<file path="src/design/sthg_pkg.sv">
package sthg_pkg;

    // APB register map, one 32-bit register every four bytes.
    localparam int ADDR_W = 5;
    localparam int DATA_W = 32;

    localparam logic [2:0] REG_SERVO_CENTER    = 3'd0;
    localparam logic [2:0] REG_HOLD_TIMEOUT_US = 3'd1;
    localparam logic [2:0] REG_MIN_TURN_OFFSET = 3'd2;
    localparam logic [2:0] REG_RETRACT_LIMIT   = 3'd3;
    localparam logic [2:0] REG_EXIT_FRAMES     = 3'd4;

    localparam logic [11:0] SERVO_CENTER_RST    = 12'd1445;
    localparam logic [31:0] HOLD_TIMEOUT_US_RST = 32'd300000;
    localparam logic [11:0] MIN_TURN_OFFSET_RST = 12'd30;
    localparam logic [11:0] RETRACT_LIMIT_RST   = 12'd80;
    localparam logic [7:0]  EXIT_FRAMES_RST     = 8'd3;

    // Steering modes that turn; every other mode is straight.
    localparam logic [3:0] MODE_RIGHT_SOFT = 4'd1;
    localparam logic [3:0] MODE_LEFT_SOFT  = 4'd2;
    localparam logic [3:0] MODE_RIGHT_HARD = 4'd3;
    localparam logic [3:0] MODE_LEFT_HARD  = 4'd4;
    localparam logic [3:0] MODE_RIGHT_MID  = 4'd8;
    localparam logic [3:0] MODE_LEFT_MID   = 4'd9;

    localparam logic [1:0] RANK_LOW  = 2'd1;
    localparam logic [1:0] RANK_MID  = 2'd2;
    localparam logic [1:0] RANK_HIGH = 2'd3;

    localparam logic [7:0] COUNT_MAX = 8'hFF;

    typedef enum logic [1:0] {
        SIDE_NONE,
        SIDE_RIGHT,
        SIDE_LEFT
    } side_t;

    typedef struct packed {
        logic        active;
        logic [31:0] stamp;
        logic [3:0]  mode;
        logic [11:0] pwm;
        logic [7:0]  count;
    } anchor_t;

    typedef struct packed {
        logic [11:0] center;
        logic [31:0] timeout;
        logic [11:0] min_offset;
        logic [11:0] retract;
        logic [7:0]  exit_frames;
    } guard_cfg_t;

    function automatic side_t side_of(input logic [3:0] mode);
        side_t s;
        unique case (mode)
            MODE_RIGHT_SOFT, MODE_RIGHT_HARD, MODE_RIGHT_MID: s = SIDE_RIGHT;
            MODE_LEFT_SOFT, MODE_LEFT_HARD, MODE_LEFT_MID:    s = SIDE_LEFT;
            default:                                          s = SIDE_NONE;
        endcase
        return s;
    endfunction

    function automatic logic [1:0] rank_of(input logic [3:0] mode);
        logic [1:0] r;
        unique case (mode)
            MODE_RIGHT_HARD, MODE_LEFT_HARD: r = RANK_HIGH;
            MODE_RIGHT_MID, MODE_LEFT_MID:   r = RANK_MID;
            default:                         r = RANK_LOW;
        endcase
        return r;
    endfunction

    // Signed distance of a PWM value from center, measured in the turn direction.
    function automatic logic signed [12:0] offset_of(input side_t side,
                                                     input logic [11:0] center,
                                                     input logic [11:0] pwm);
        logic signed [12:0] c;
        logic signed [12:0] p;
        c = $signed({1'b0, center});
        p = $signed({1'b0, pwm});
        return (side == SIDE_RIGHT) ? (c - p) : (p - c);
    endfunction

endpackage

</file>
<file path="src/design/sthg_decide.sv">
module sthg_decide (
    input  sthg_pkg::guard_cfg_t cfg,
    input  sthg_pkg::anchor_t    state,
    input  logic [3:0]           frame_mode,
    input  logic                 frame_valid,
    input  logic                 looks_straight,
    input  logic [11:0]          proposed_pwm,
    input  logic [31:0]          time_us,
    output sthg_pkg::anchor_t    state_next,
    output logic [11:0]          servo_pwm,
    output logic                 was_held
);
    import sthg_pkg::*;

    always_comb
    begin
        anchor_t            st;
        side_t              side;
        logic [31:0]        elapsed;
        logic signed [12:0] off;
        logic signed [12:0] prev;
        logic signed [13:0] pullback;
        logic               same;
        logic               weaker;
        logic               retracted;

        st        = state;
        side      = side_of(frame_mode);
        elapsed   = time_us - state.stamp;
        off       = offset_of(side, cfg.center, proposed_pwm);
        prev      = offset_of(side, cfg.center, state.pwm);
        pullback  = {prev[12], prev} - {off[12], off};
        servo_pwm = proposed_pwm;
        was_held  = 1'b0;

        // Expiry is applied before anything else looks at the anchor.
        if (st.active && (elapsed >= cfg.timeout))
        begin
            st.active = 1'b0;
            st.count  = '0;
        end

        same      = st.active && (side == side_of(st.mode));
        weaker    = (rank_of(frame_mode) < rank_of(st.mode)) && (off < prev);
        retracted = pullback > $signed({2'b00, cfg.retract});

        priority if (!frame_valid)
        begin
            st.count = '0;
        end
        else if (side != SIDE_NONE)
        begin
            st.count = '0;
            priority if (off < $signed({1'b0, cfg.min_offset}))
            begin
                if (same)
                begin
                    was_held  = 1'b1;
                    servo_pwm = st.pwm;
                end
                else
                begin
                    st.active = 1'b0;
                end
            end
            else if (same && (weaker || retracted))
            begin
                was_held  = 1'b1;
                servo_pwm = st.pwm;
            end
            else
            begin
                st.active = 1'b1;
                st.mode   = frame_mode;
                st.pwm    = proposed_pwm;
                st.stamp  = time_us;
            end
        end
        else if (st.active)
        begin
            if (looks_straight)
                st.count = (st.count == COUNT_MAX) ? COUNT_MAX : st.count + 8'd1;
            else
                st.count = '0;
            if (st.count >= cfg.exit_frames)
            begin
                st.active = 1'b0;
                st.count  = '0;
            end
            else
            begin
                was_held  = 1'b1;
                servo_pwm = st.pwm;
            end
        end
        else
        begin
            // A straight frame with no anchor leaves the count as it stands,
            // including the clear from an expiry above.
        end

        state_next = st;
    end

endmodule

</file>
<file path="src/design/steering_turn_hold_guard.sv">
// Steering turn hold guard.
// Input channel (in_valid / in_stall) carries one steering frame per word:
// frame_mode, frame_valid, looks_straight, proposed_pwm and time_us. The
// output channel (out_valid / out_stall) returns one word per frame with the
// PWM to drive and a flag telling whether the latched turn anchor replaced
// the proposed value.
// A frame taken at one edge lands in the input register; the decision and
// the anchor update happen when it moves on, at the edge that also loads the
// result register, which a receiver stall can delay. out_valid rises when the
// result register is loaded, and one frame is accepted every cycle while the output
// is not stalled; the anchor and straight counter, which each frame reads and rewrites, are updated at that edge.
// When the receiver stalls, the result register holds its word and the input
// register can still take one more frame; in_stall rises only when both are
// full and the output is stalled.
// Reset clears the anchor and counter, empties both registers and loads the
// configuration registers with their defaults. Registers are to be written over
// the APB port only while no frame is in flight; the block does not enforce it.
module steering_turn_hold_guard (
    input  logic                         clk,
    input  logic                         rst_n,
    input  logic                         psel,
    input  logic                         penable,
    input  logic                         pwrite,
    input  logic [sthg_pkg::ADDR_W-1:0]  paddr,
    input  logic [sthg_pkg::DATA_W-1:0]  pwdata,
    output logic [sthg_pkg::DATA_W-1:0]  prdata,
    output logic                         pready,
    input  logic                         in_valid,
    output logic                         in_stall,
    input  logic [3:0]                   frame_mode,
    input  logic                         frame_valid,
    input  logic                         looks_straight,
    input  logic [11:0]                  proposed_pwm,
    input  logic [31:0]                  time_us,
    output logic                         out_valid,
    input  logic                         out_stall,
    output logic [11:0]                  servo_pwm,
    output logic                         was_held
);
    import sthg_pkg::*;

    guard_cfg_t  cfg_reg;
    anchor_t     anchor_reg;
    anchor_t     anchor_next;
    logic        s1_valid_reg;
    logic [3:0]  s1_mode_reg;
    logic        s1_frame_valid_reg;
    logic        s1_straight_reg;
    logic [11:0] s1_pwm_reg;
    logic [31:0] s1_time_reg;
    logic        out_valid_reg;
    logic [11:0] out_pwm_reg;
    logic        out_held_reg;
    logic [11:0] dec_pwm;
    logic        dec_held;
    logic        cfg_write;
    logic [2:0]  reg_index;
    logic        out_free;
    logic        s1_take;
    logic        s1_move;

    assign pready    = 1'b1;
    assign cfg_write = psel && penable && pwrite;
    assign reg_index = paddr[ADDR_W-1:2];

    always_ff @(posedge clk or negedge rst_n)
    begin
        if (!rst_n)
        begin
            cfg_reg.center      <= SERVO_CENTER_RST;
            cfg_reg.timeout     <= HOLD_TIMEOUT_US_RST;
            cfg_reg.min_offset  <= MIN_TURN_OFFSET_RST;
            cfg_reg.retract     <= RETRACT_LIMIT_RST;
            cfg_reg.exit_frames <= EXIT_FRAMES_RST;
        end
        else if (cfg_write)
        begin
            case (reg_index)
                REG_SERVO_CENTER:    cfg_reg.center      <= pwdata[11:0];
                REG_HOLD_TIMEOUT_US: cfg_reg.timeout     <= pwdata[31:0];
                REG_MIN_TURN_OFFSET: cfg_reg.min_offset  <= pwdata[11:0];
                REG_RETRACT_LIMIT:   cfg_reg.retract     <= pwdata[11:0];
                REG_EXIT_FRAMES:     cfg_reg.exit_frames <= pwdata[7:0];
                default: ;
            endcase
        end
    end

    always_comb
    begin
        case (reg_index)
            REG_SERVO_CENTER:    prdata = {20'd0, cfg_reg.center};
            REG_HOLD_TIMEOUT_US: prdata = cfg_reg.timeout;
            REG_MIN_TURN_OFFSET: prdata = {20'd0, cfg_reg.min_offset};
            REG_RETRACT_LIMIT:   prdata = {20'd0, cfg_reg.retract};
            REG_EXIT_FRAMES:     prdata = {24'd0, cfg_reg.exit_frames};
            default:             prdata = '0;
        endcase
    end

    // The result register frees up when empty or when its word is taken.
    assign out_free = !out_valid_reg || !out_stall;
    assign s1_move  = s1_valid_reg && out_free;
    assign in_stall = s1_valid_reg && !out_free;
    assign s1_take  = in_valid && !in_stall;

    always_ff @(posedge clk or negedge rst_n)
    begin
        if (!rst_n)
            s1_valid_reg <= 1'b0;
        else if (s1_take)
            s1_valid_reg <= 1'b1;
        else if (s1_move)
            s1_valid_reg <= 1'b0;
    end

    always_ff @(posedge clk)
    begin
        if (s1_take)
        begin
            s1_mode_reg        <= frame_mode;
            s1_frame_valid_reg <= frame_valid;
            s1_straight_reg    <= looks_straight;
            s1_pwm_reg         <= proposed_pwm;
            s1_time_reg        <= time_us;
        end
    end

    sthg_decide u_decide (
        .cfg            (cfg_reg),
        .state          (anchor_reg),
        .frame_mode     (s1_mode_reg),
        .frame_valid    (s1_frame_valid_reg),
        .looks_straight (s1_straight_reg),
        .proposed_pwm   (s1_pwm_reg),
        .time_us        (s1_time_reg),
        .state_next     (anchor_next),
        .servo_pwm      (dec_pwm),
        .was_held       (dec_held)
    );

    always_ff @(posedge clk or negedge rst_n)
    begin
        if (!rst_n)
            anchor_reg <= '0;
        else if (s1_move)
            anchor_reg <= anchor_next;
    end

    always_ff @(posedge clk or negedge rst_n)
    begin
        if (!rst_n)
            out_valid_reg <= 1'b0;
        else if (out_free)
            out_valid_reg <= s1_valid_reg;
    end

    always_ff @(posedge clk)
    begin
        if (s1_move)
        begin
            out_pwm_reg  <= dec_pwm;
            out_held_reg <= dec_held;
        end
    end

    assign out_valid = out_valid_reg;
    assign servo_pwm = out_pwm_reg;
    assign was_held  = out_held_reg;

    // A held result always carries the anchor value that stays latched.
    assert property (@(posedge clk) disable iff (!rst_n)
        s1_move |=> (!was_held || (servo_pwm == anchor_reg.pwm)))
        else $error("held result differs from anchor pwm");

    // The straight counter only runs while an anchor is latched.
    assert property (@(posedge clk) disable iff (!rst_n)
        !anchor_reg.active |-> (anchor_reg.count == '0))
        else $error("straight counter nonzero without anchor");

    // Backpressure reaches the input only when both registers are full.
    assert property (@(posedge clk) disable iff (!rst_n)
        in_stall |-> (s1_valid_reg && out_valid_reg && out_stall))
        else $error("input stalled with free space");

    // The anchor changes only when a frame is processed.
    assert property (@(posedge clk) disable iff (!rst_n)
        !s1_move |=> $stable(anchor_reg))
        else $error("anchor changed without a frame");

endmodule

</file>
<file path="config.mk">
export PLATFORM = sky130hd
export DESIGN_NAME = steering_turn_hold_guard
export DESIGN_NICKNAME = d
export VERILOG_FILES = /design/src/design/sthg_pkg.sv /design/src/design/sthg_decide.sv /design/src/design/steering_turn_hold_guard.sv
export SDC_FILE = /design/constraint.sdc
export NUM_CORES = 1
export LEC_CHECK = 0
export ABC_AREA = 1
export BUFFER_PORTS_ARGS = -buffer_cell sky130_fd_sc_hd__buf_2
export CORE_MARGIN = 5
export CORE_UTILIZATION = 67
export CTS_BUF_LIST = sky130_fd_sc_hd__clkbuf_8
export CTS_CLUSTER_SIZE = 16
export DETAILED_ROUTE_END_ITERATION = 10
export GPL_TIMING_DRIVEN = 0
export PLACE_DENSITY = 0.95
export SYNTH_ARGS = -nofsm -noshare
export SYNTH_HDL_FRONTEND = slang
export SYNTH_SLANG_ARGS = --single-unit
</file>
<file path="constraint.sdc">
create_clock -name clk -period 11.5 [get_ports clk]
set_input_delay 2.3 -clock clk [delete_from_list [all_inputs] [get_ports clk]]
set_output_delay 2.3 -clock clk [all_outputs]
set_load 0.03 [all_outputs]
</file>
==> run_results.csv, run 1 <==
group,metric,value,unit
outcome,run_status,"completed",
critical_path,setup.worst_path.start,"s1_time_reg[2]$_DFFE_PP_",
placement,dp.cells,2229,
clocking,clk_pin_slew,0.12,ns
sta,final.setup.tns,0,ns
final_layout,nNetsFinal,2230,
critical_path,endpoint,"servo_pwm[3]$_DFFE_PP_",
critical_path,cp_slowest_stage_delay,0.47,ns
grt,grt_pass1_wl,68800,microns
routing,antenna_left,0,
critical_path,cp.arrival,7.48,ns
logic_synthesis,yosysTopAreaCellShare,0.196,
logic_synthesis,yosysMostFrequentCell,"nand2_1",
power_and_ir_drop,irDropWorstVdd,197,uV
sta,finalCriticalPeriod,7.16,ns
logic_synthesis,synth_area,0.0144,sq mm
routing,wl_per_cell,19.0,microns
final_layout,final_area,0.0160,sq mm
clocking,clock_path_buffers,2,
die,core_area,0.0211,sq mm
grt,overflow,0,
critical_path,r2r_start,"s1_time_reg[2]$_DFFE_PP_",
routing,viasPerCell,6.10,
final_layout,final_util,0.756,
placement,dpl.hpwl,33600,microns
logic_synthesis,synth_cell_types,56,
logic_synthesis,synthCells,1814,
logic_synthesis,yosysSeqAreaShare,0.368,
power_and_ir_drop,clockPowerShare,0.121,
logic_synthesis,synth_flop_cell,"dfrtp_1",
grt,grt_busiest_layer,"met2",
die,design.die.area,0.0245,sq mm
critical_path,path_class,"reg -> reg",
power_and_ir_drop,switching_share,0.505,
routing,route.detailed.drc,0,
clocking,cts-resized-gates,0,
sta,tightest_slew,0.661,ns
grt,met3_usage,0.0644,
logic_synthesis,yosysWarnings,0,
logic_synthesis,synth_top_area_cell,"dfrtp_1",
final_layout,drive_gt1_frac,0.138,
grt,grt_max_degree,104,
critical_path,cp.required,11.82,ns
critical_path,cp_max_fo,10,
sta,slew_violations,0,
placement,port_buffers,138,
die,rows,53,
power_and_ir_drop,p_int,2.13,mW
sta,rsz0062_at_grt,"false",
routing,routed-via-count,13796,
critical_path,r2r_slack,4.34,ns
sta,holdWs,0.504,ns
final_layout,stdcell_count,2262,
clocking,numCtsBuffers,17,
grt,use_met2,0.575,
logic_synthesis,synth_edf_count,63,
grt,antenna_found_initial,1,
placement,place_area,0.0155,sq mm
die,dieWidth,157,microns
critical_path,crit_slowest_cell,"o21ai_0",
critical_path,worstRegToRegCells,40,
clocking,cts_hold_buf,0,
power_and_ir_drop,powerDensity,269,mW/mm^2
worst_hold_path,holdPathStages,2,
sta,final_hold_viol_count,0,
grt,grt_usage,0.353,
worst_hold_path,min_path_type,"reg -> reg",
logic_synthesis,netlist_top_cells_count,"365 x nand2_1, 263 x inv_1, 159 x nor2_1",
die,start_util,0.683,
power_and_ir_drop,leakage,8.08,nW
critical_path,critPathLaunchType,"flip-flop",
clocking,htreeDepth,4,
power_and_ir_drop,seqPwrFrac,0.232,
die,die_y,157,microns
final_layout,largest_reg_flops,76,
sta,fin_worst_skew,0.0309,ns
sta,max_freq,140,MHz
logic_synthesis,ys_ff_latch,198,
power_and_ir_drop,p_comb_frac,0.647,
critical_path,r2r_end,"servo_pwm[3]$_DFFE_PP_",
sta,setup_viol,0,
clocking,clock_latency,0.52,ns
routing,dr.pass1.iters,6,
final_layout,syn_to_final_growth,10.8,%
placement,place_congestion,0.997,
sta,slew_headroom,0.557,
sta,finalCritPeriodShare,0.622,
logic_synthesis,synth.avg_cell_area,7.94,sq um
die,io_pins,142,
clocking,cts_root_buf,"clkbuf_8",
flow_run,max_cap_violations,0,
logic_synthesis,synth_nets,2071,
power_and_ir_drop,p_switching,2.17,mW
logic_synthesis,synthArstFlopShare,0.682,
critical_path,timing.critical_path.mode_cell,"nand2_1",
routing,initialDrtViolationCount,1509,
critical_path,cp-end-kind,"flip-flop",
grt,met1_usage,0.468,
logic_synthesis,yosys-top-cells-area,"dfrtp_1 20%, ha_1 14%, edfxtp_1 13%, nand2_1 9.5%, inv_1 6.9%",
clocking,post_cts_buffers,0,
routing,wl,43000,microns
clocking,clock_sinks,198,
clocking,cts_tree,"yes",
grt,grt_pass1_vias,13447,
[worst min path at each step]
stage	startpoint	endpoint	slack [ns]
CTS	cfg_reg[6]$_DFFE_PN0P_	cfg_reg[6]$_DFFE_PN0P_	0.50
global route	cfg_reg[7]$_DFFE_PN0P_	cfg_reg[7]$_DFFE_PN0P_	0.53
detailed placement	cfg_reg[6]$_DFFE_PN0P_	cfg_reg[6]$_DFFE_PN0P_	0.47
finish	cfg_reg[6]$_DFFE_PN0P_	cfg_reg[6]$_DFFE_PN0P_	0.50
global placement	cfg_reg[4]$_DFFE_PN0P_	cfg_reg[4]$_DFFE_PN0P_	0.47
floorplan	cfg_reg[13]$_DFFE_PN0P_	cfg_reg[13]$_DFFE_PN0P_	0.45
[critical path, delay by kind of cell, from the launching register on]
kind            cells  cell delay (ns)
buf+inv             6             0.71
compound gates     11             2.12
flops               1             0.42
xor+xnor            1             0.18
simple gates       18             2.44
fa+ha+maj           4             1.10
[metal layers]
metal / routed length [microns] / vias up
li1: - / 6356
met1: 16800 / 6436
met2: 20000 / 807
met3: 4090 / 197
met4: 2110 / 0
met5: 0 / -
[cell usage in the layout (no fill, tap or decap), types with 12 or more instances in the layout]
cell type / synthesis / layout
edfxtp_1: 63 / 63
a31oi_1: 14 / 14
buf_2: 10 / 147
clkbuf_1: 26 / 26
clkbuf_8: 0 / 17
nand2_1: 365 / 365
o21ai_0: 126 / 126
a21oi_1: 155 / 155
nand4_1: 12 / 12
nand3_1: 84 / 84
inv_1: 263 / 262
a21oi_2: 34 / 34
xnor2_1: 25 / 25
xor2_1: 41 / 41
ha_1: 157 / 157
nor2_1: 159 / 159
dfrtp_1: 113 / 113
dfstp_2: 22 / 22
[final cells by class]
class	instances	area, sq um
inverters	268	1010
clock buffers	17	234
repair buffers	140	744
multi-input cells	1302	7840
clock inverters	15	229
flip-flops and latches	198	5300
well taps	275	344
fillers	1531	5140
plain buffers	46	250
diodes	1	2.50
[metrics by stage]
| stage | total power, mW | worst slack [ns] |
|---|---|---|
| after floorplan | 3.02 | 5.64 |
| after global placement | 3.57 | 4.90 |
| after detailed placement | 3.69 | 4.71 |
| after CTS | 4.23 | 4.54 |
| after global routing | 4.65 | 3.78 |
| final | 4.30 | 4.34 |
[power groups by stage]
stage          sequential, mW  clock, mW  combinational, mW
6_report                0.998      0.521               2.78
5_1_grt                  1.01      0.543               3.10
4_1_cts                 0.991      0.517               2.72
3_5_place_dp             1.00          0               2.68
3_3_place_gp            0.997          0               2.57
2_1_floorplan           0.981          0               2.04
[kinds of logic (layout without fill, tap and decap cells)]
group | after synthesis | count (layout) | share of synthesized area
other cells | 1 | 2 | 0.000260
fa+ha+maj | 163 | 163 | 0.145
compound gates | 411 | 411 | 0.169
flops | 198 | 198 | 0.368
xor+xnor | 66 | 66 | 0.0402
simple gates | 659 | 659 | 0.190
buf+inv | 314 | 486 | 0.0873
mux | 2 | 2 | 0.00139
Note: power is estimated with default switching activity, not from simulation.
==> run 2, diff against run 1 <==
ABC_AREA = 0   (was 1)
CORE_UTILIZATION = 62   (was 67)
PLACE_DENSITY = 0.92   (was 0.95)
clock period = 7.4 ns   (was 11.5 ns; I/O delays follow)
==> run_results.csv, run 2 <==
group,metric,value,unit
outcome,run_status,"finished with violations",
outcome,violations,"negative setup slack",
sta,tightest_slew,1.07,ns
logic_synthesis,synth_flop_cell,"dfrtp_1",
routing,wl,39100,microns
routing,dr.pass1.iters,6,
power_and_ir_drop,irDropWorstVdd,367,uV
logic_synthesis,ys_ff_latch,198,
final_layout,nNetsFinal,1882,
placement,place_ws,-1.44,ns
placement,dpl.hpwl,27300,microns
power_and_ir_drop,p_switching,2.93,mW
logic_synthesis,synth.avg_cell_area,9.67,sq um
logic_synthesis,synth_edf_count,63,
sta,slew_violations,0,
power_and_ir_drop,powerDensity,396,mW/mm^2
grt,antenna_found_initial,5,
clocking,cts_root_buf,"clkbuf_8",
die,io_pins,142,
sta,setup_viol,21,
clocking,clock_path_buffers,2,
final_layout,layout_commonest_cell,"inv_1",
grt,overflow,0,
critical_path,cp-end-kind,"flip-flop",
final_layout,multi_input_area,0.00802,sq mm
grt,grt_pass1_wl,59300,microns
critical_path,cp.arrival,8.40,ns
die,rows,54,
die,design.die.area,0.0253,sq mm
grt,grt_pass1_vias,11686,
power_and_ir_drop,switching_share,0.460,
sta,finalCritPeriodShare,1.08,
routing,antenna_left,0,
grt,grt_max_degree,75,
sta,timing.final.ws_setup,-0.570,ns
power_and_ir_drop,leakage,7.72,nW
die,dieWidth,159,microns
logic_synthesis,synthArstFlopShare,0.682,
clocking,clk_pin_slew,0.12,ns
sta,finalCriticalPeriod,7.97,ns
sta,fin_worst_skew,0.0317,ns
critical_path,cp_slowest_stage_delay,0.48,ns
clocking,htreeDepth,4,
clocking,cts_tree,"yes",
final_layout,syn_to_final_growth,16.7,%
logic_synthesis,synth_top_area_cell,"dfrtp_1",
final_layout,drive_gt1_frac,0.231,
critical_path,critPathLaunchType,"flip-flop",
sta,final_hold_viol_count,0,
final_layout,largest_reg_flops,76,
sta,slew_headroom,0.288,
critical_path,cp.required,7.83,ns
logic_synthesis,yosys-top-cells-area,"dfrtp_1 21%, ha_1 14%, edfxtp_1 14%, inv_1 4.7%, mux2_2 4.3%",
power_and_ir_drop,seqPwrFrac,0.241,
grt,grt_usage,0.286,
clocking,cts_hold_buf,0,
critical_path,timing.critical_path.mode_cell,"a21o_1",
routing,wl_per_cell,20.4,microns
power_and_ir_drop,p_total,6.38,mW
worst_hold_path,min_path_type,"reg -> reg",
die,core_area,0.0219,sq mm
routing,viasPerCell,6.22,
power_and_ir_drop,p_comb_frac,0.637,
logic_synthesis,yosysWarnings,0,
power_and_ir_drop,clockPowerShare,0.122,
sta,final.setup.tns,-7.66,ns
routing,initialDrtViolationCount,1163,
placement,port_buffers,135,
critical_path,crit_slowest_cell,"edfxtp_1",
final_layout,fill_cells,1404,
logic_synthesis,synthCells,1427,
placement,place_congestion,0.955,
sta,max_freq,125,MHz
logic_synthesis,synth_nets,1684,
logic_synthesis,yosysTopAreaCellShare,0.205,
logic_synthesis,synth_area,0.0138,sq mm
final_layout,final_cell_mix,"168 x inv_1, 152 x ha_1, 138 x buf_2",
die,start_util,0.630,
power_and_ir_drop,p_int,3.45,mW
critical_path,path_class,"reg -> reg",
die,die_y,159,microns
logic_synthesis,yosysMostFrequentCell,"inv_1",
routing,route.detailed.drc,0,
sta,rsz0062_at_grt,"true",
logic_synthesis,yosysSeqAreaShare,0.384,
critical_path,cp_max_fo,4,
clocking,numCtsBuffers,17,
final_layout,final-seq-area,0.00530,sq mm
logic_synthesis,netlist_top_cells_count,"172 x inv_1, 157 x ha_1, 124 x nand2_1",
routing,routed-via-count,11949,
clocking,clock_latency,0.52,ns
flow_run,max_cap_violations,0,
clocking,clock_sinks,198,
logic_synthesis,synth_cell_types,79,
## run 2: cell count changes in the layout (fill, tap and decap cells not counted), moves of 19 or more
cell     delta
nor2b_1    +19
mux2_2     +53
nor2_1    -104
mux2i_1    +34
nand2_1   -244
and2_1     +24
a21oi_1    -88
nand3_1    -65
a21oi_2    -30
o21ai_0    -26
inv_1      -94
a21o_1     +27
buf_4      +37
## run 2: cell families after synthesis
kind of cell	share of synthesized area
flip-flops	0.384
AND/OR/NAND/NOR	0.114
multiplexers	0.0862
AO/OA/AOI/OAI	0.163
buffers and inverters	0.0619
other	0.000272
XOR/XNOR	0.0400
adder cells (fa/ha/maj)	0.151
## run 2: critical path: cells and delay by family (launching register included)
kind / cells / cell delay (ns)
fa+ha+maj: 4 / 0.93
buf+inv: 3 / 0.46
xor+xnor: 1 / 0.15
simple gates: 12 / 1.66
flops: 1 / 0.48
compound gates: 20 / 4.22
## run 2: repair_timing
action | CTS | global route
endpoints found under the setup margin | 22 | 69
setup buffers | 25 | 17
cloned | 2 | 0
resized for setup | 51 | 39
pin swaps | 31 | 48
## run 2: power groups by stage
stage               Sequential [mW]  Combinational, mW  Clock (mW)
floorplan                      1.51               2.83           0
global placement               1.53               3.46           0
detailed placement             1.55               3.62           0
CTS                            1.53               3.79       0.781
global route                   1.56               4.45       0.832
finish                         1.54               4.06       0.780
## run 2: final timing paths
check | from | to | slack (ns) | depth (start not counted)
max in group asynchronous | rst_n | cfg_reg[0]$_DFFE_PN1P_ | 5.63 | 2
min reg2reg | s1_valid_reg$_DFFE_PN0P_ | out_valid$_DFFE_PN0P_ | 0.51 | 1
min | s1_valid_reg$_DFFE_PN0P_ | out_valid$_DFFE_PN0P_ | 0.51 | 1
max | s1_time_reg[1]$_DFFE_PP_ | anchor_reg[2]$_DFFE_PN0P_ | -0.57 | 40
min in group asynchronous | rst_n | anchor_reg[4]$_DFFE_PN0P_ | 0.96 | 1
max reg2reg | s1_time_reg[1]$_DFFE_PP_ | anchor_reg[2]$_DFFE_PN0P_ | -0.57 | 40
## run 2: cell type report
cell class              instances  share of cell area
diodes                          3            0.000467
plain buffers                  43              0.0139
clock buffers                  17              0.0145
clock inverters                15              0.0141
inverters                     172              0.0401
multi-input cells            1013               0.498
flip-flops and latches        198               0.329
well taps                     280              0.0218
repair buffers                180              0.0676
## run 2: per-stage QoR
stage / cell area [sq um] / utilization / std cells / hold WS (ns)
final: 16100 / 0.735 / 1921 / 0.512
after global routing: 16100 / 0.735 / 1921 / 0.526
after CTS: 15800 / 0.723 / 1903 / 0.511
after detailed placement: 14900 / 0.681 / 1844 / 0.492
after global placement: 14900 / 0.679 / 1842 / 0.469
after floorplan: 13800 / - / 1427 / 0.456
## run 2: layer usage
layer	share of wire	track usage	vias up	routed length (microns)
met5	0.00059	0	-	23
met4	0.046	0.127	4	1810
met3	0.090	0.0663	153	3510
met2	0.48	0.468	669	18800
met1	0.38	0.365	5700	15000
li1	-	-	5423	-
==> run 3, diff against run 2 <==
CORE_UTILIZATION = 30   (was 62)
CTS_BUF_LIST = default   (was sky130_fd_sc_hd__clkbuf_8)
PLACE_DENSITY = 0.55   (was 0.92)
==> run_results.csv, run 3 (synthesized netlist as in run 2, its figures left out) <==
group,metric,value,unit
sta,finalCriticalPeriod,7.63,ns
outcome,violations,"negative setup slack",
die,die_y,224,microns
worst_hold_path,holdPathStages,1,
clocking,htreeDepth,4,
worst_hold_path,min_path_type,"reg -> reg",
die,dieWidth,224,microns
outcome,run_status,"finished with violations",
power_and_ir_drop,powerDensity,386,mW/mm^2
routing,dr.pass1.iters,5,
final_layout,syn_to_final_growth,20.1,%
final_layout,layout_commonest_cell,"inv_1",
clocking,numCtsBuffers,17,
grt,grt_max_degree,91,
worst_hold_path,worst_hold_path.endpoint,"out_valid$_DFFE_PN0P_",
die,io_pins,142,
critical_path,setup.worst_path.start,"s1_time_reg[0]$_DFFE_PP_",
sta,max_freq,131,MHz
clocking,clock_latency,0.50,ns
placement,dpl.hpwl,30300,microns
routing,route.detailed.drc,0,
clocking,cts_root_buf,"clkbuf_16",
sta,final_hold_viol_count,0,
final_layout,final_cell_mix,"168 x inv_1, 153 x ha_1, 138 x buf_2",
grt,grt_usage,0.159,
critical_path,cp_max_fo,5,
sta,finalCritPeriodShare,1.03,
final_layout,nNetsFinal,1879,
final_layout,fill_cells,4676,
critical_path,cp.required,7.65,ns
grt,overflow,0,
final_layout,final-seq-area,0.00530,sq mm
critical_path,cp-end-kind,"flip-flop",
sta,slew_violations,0,
grt,grt_pass1_vias,11202,
final_layout,final_area,0.0166,sq mm
power_and_ir_drop,irDropWorstVdd,213,uV
routing,initialDrtViolationCount,558,
die,core_area,0.0455,sq mm
critical_path,cp_slowest_stage_delay,0.41,ns
power_and_ir_drop,p_total,6.40,mW
critical_path,r2r_slack,-0.23,ns
sta,fin_worst_skew,0.0150,ns
critical_path,cp.arrival,7.88,ns
final_layout,multi_input_area,0.00800,sq mm
clocking,clk_pin_slew,0.08,ns
grt,antenna_found_initial,2,
grt,grt_pass1_wl,62600,microns
flow_run,max_cap_violations,0,
power_and_ir_drop,leakage,7.73,nW
critical_path,timing.critical_path.mode_cell,"nor2_4",
sta,slew_headroom,0.429,
clocking,cts_tree,"yes",
critical_path,path_class,"reg -> reg",
placement,place_area,0.0153,sq mm
clocking,clock_sinks,198,
sta,tightest_slew,0.856,ns
die,start_util,0.303,
placement,port_buffers,135,
sta,rsz0062_at_grt,"true",
routing,wl,39700,microns
critical_path,worstRegToRegCells,41,
sta,setup_viol,19,
placement,place_congestion,0.887,
routing,wl_per_cell,17.7,microns
die,design.die.area,0.0504,sq mm
die,rows,78,
critical_path,critPathLaunchType,"flip-flop",
sta,timing.final.ws_setup,-0.230,ns
worst_hold_path,min-delay-start,"s1_valid_reg$_DFFE_PN0P_",
critical_path,crit_slowest_cell,"edfxtp_1",
critical_path,r2r_end,"servo_pwm[10]$_DFFE_PP_",
clocking,clock_path_buffers,2,
routing,routed-via-count,10955,
final_layout,drive_gt1_frac,0.231,
final_layout,largest_reg_flops,76,
routing,viasPerCell,4.90,
critical_path,r2r_start,"s1_time_reg[0]$_DFFE_PP_",
routing,antenna_left,0,
## run 3: cell types whose count changed in the layout (fill, tap and decap cells not counted), moves of 4 or more
cell        previous run  this run
o21ai_1               10         6
clkbuf_16              1        18
clkinv_8               8         1
clkinvlp_4             0         4
o21ai_0              100       105
clkbuf_8              17         1
## run 3: cell type report
type,instances,share of cell area
multi-input cells,1013,0.482
repair buffers,177,0.0633
plain buffers,43,0.0138
well taps,600,0.0453
clock buffers,18,0.0265
flip-flops and latches,198,0.320
inverters,172,0.0393
clock inverters,14,0.00944
diodes,1,0.000151
## run 3: report_power, final
group          switching (mW)  internal [mW]  total (mW)
sequential              0.159           1.37        1.53
combinational            2.14           1.74        3.88
clock                   0.496          0.488       0.984
## run 3: worst max path at each step
stage / end / slack (ns)
2_1_floorplan: servo_pwm[10]$_DFFE_PP_ / 0.02
3_3_place_gp: servo_pwm[2]$_DFFE_PP_ / -1.68
3_5_place_dp: servo_pwm[2]$_DFFE_PP_ / -1.75
4_1_cts: servo_pwm[10]$_DFFE_PP_ / -0.46
5_1_grt: servo_pwm[10]$_DFFE_PP_ / -0.58
6_report: servo_pwm[10]$_DFFE_PP_ / -0.23
## run 3: what timing repair did
action	in CTS	in global routing
buffers inserted	24	14
gates resized for setup	47	37
pin swaps	29	39
setup endpoints to repair	22	70
hold buffers	0	0
cloned	2	0
## run 3: worst max-delay path: cells and delay by family, from the launching register on
family | cells | cell delay, ns
xor+xnor | 1 | 0.15
compound gates | 14 | 2.80
buf+inv | 3 | 0.29
simple gates | 17 | 2.29
mux | 1 | 0.18
fa+ha+maj | 5 | 1.26
flops | 1 | 0.41
## run 3: metrics by stage
stage / hold slack (ns) / utilization / setup TNS (ns) / worst slack [ns] / cells
floorplan: 0.456 / - / 0 / 0.0178 / 1427
global placement: 0.471 / 0.336 / -32.24 / -1.68 / 2162
detailed placement: 0.484 / 0.337 / -33.95 / -1.75 / 2164
CTS: 0.501 / 0.359 / -7.89 / -0.462 / 2222
global route: 0.515 / 0.364 / -10.75 / -0.579 / 2235
finish: 0.499 / 0.364 / -3.25 / -0.230 / 2236
## run 3: metal layers
metal	up-vias	GRT usage	part of all wire
met4	2	0.0538	0.022
met3	45	0.0321	0.042
met1	5250	0.211	0.47
met5	-	0	0.00033
met2	252	0.260	0.47
li1	5406	-	-
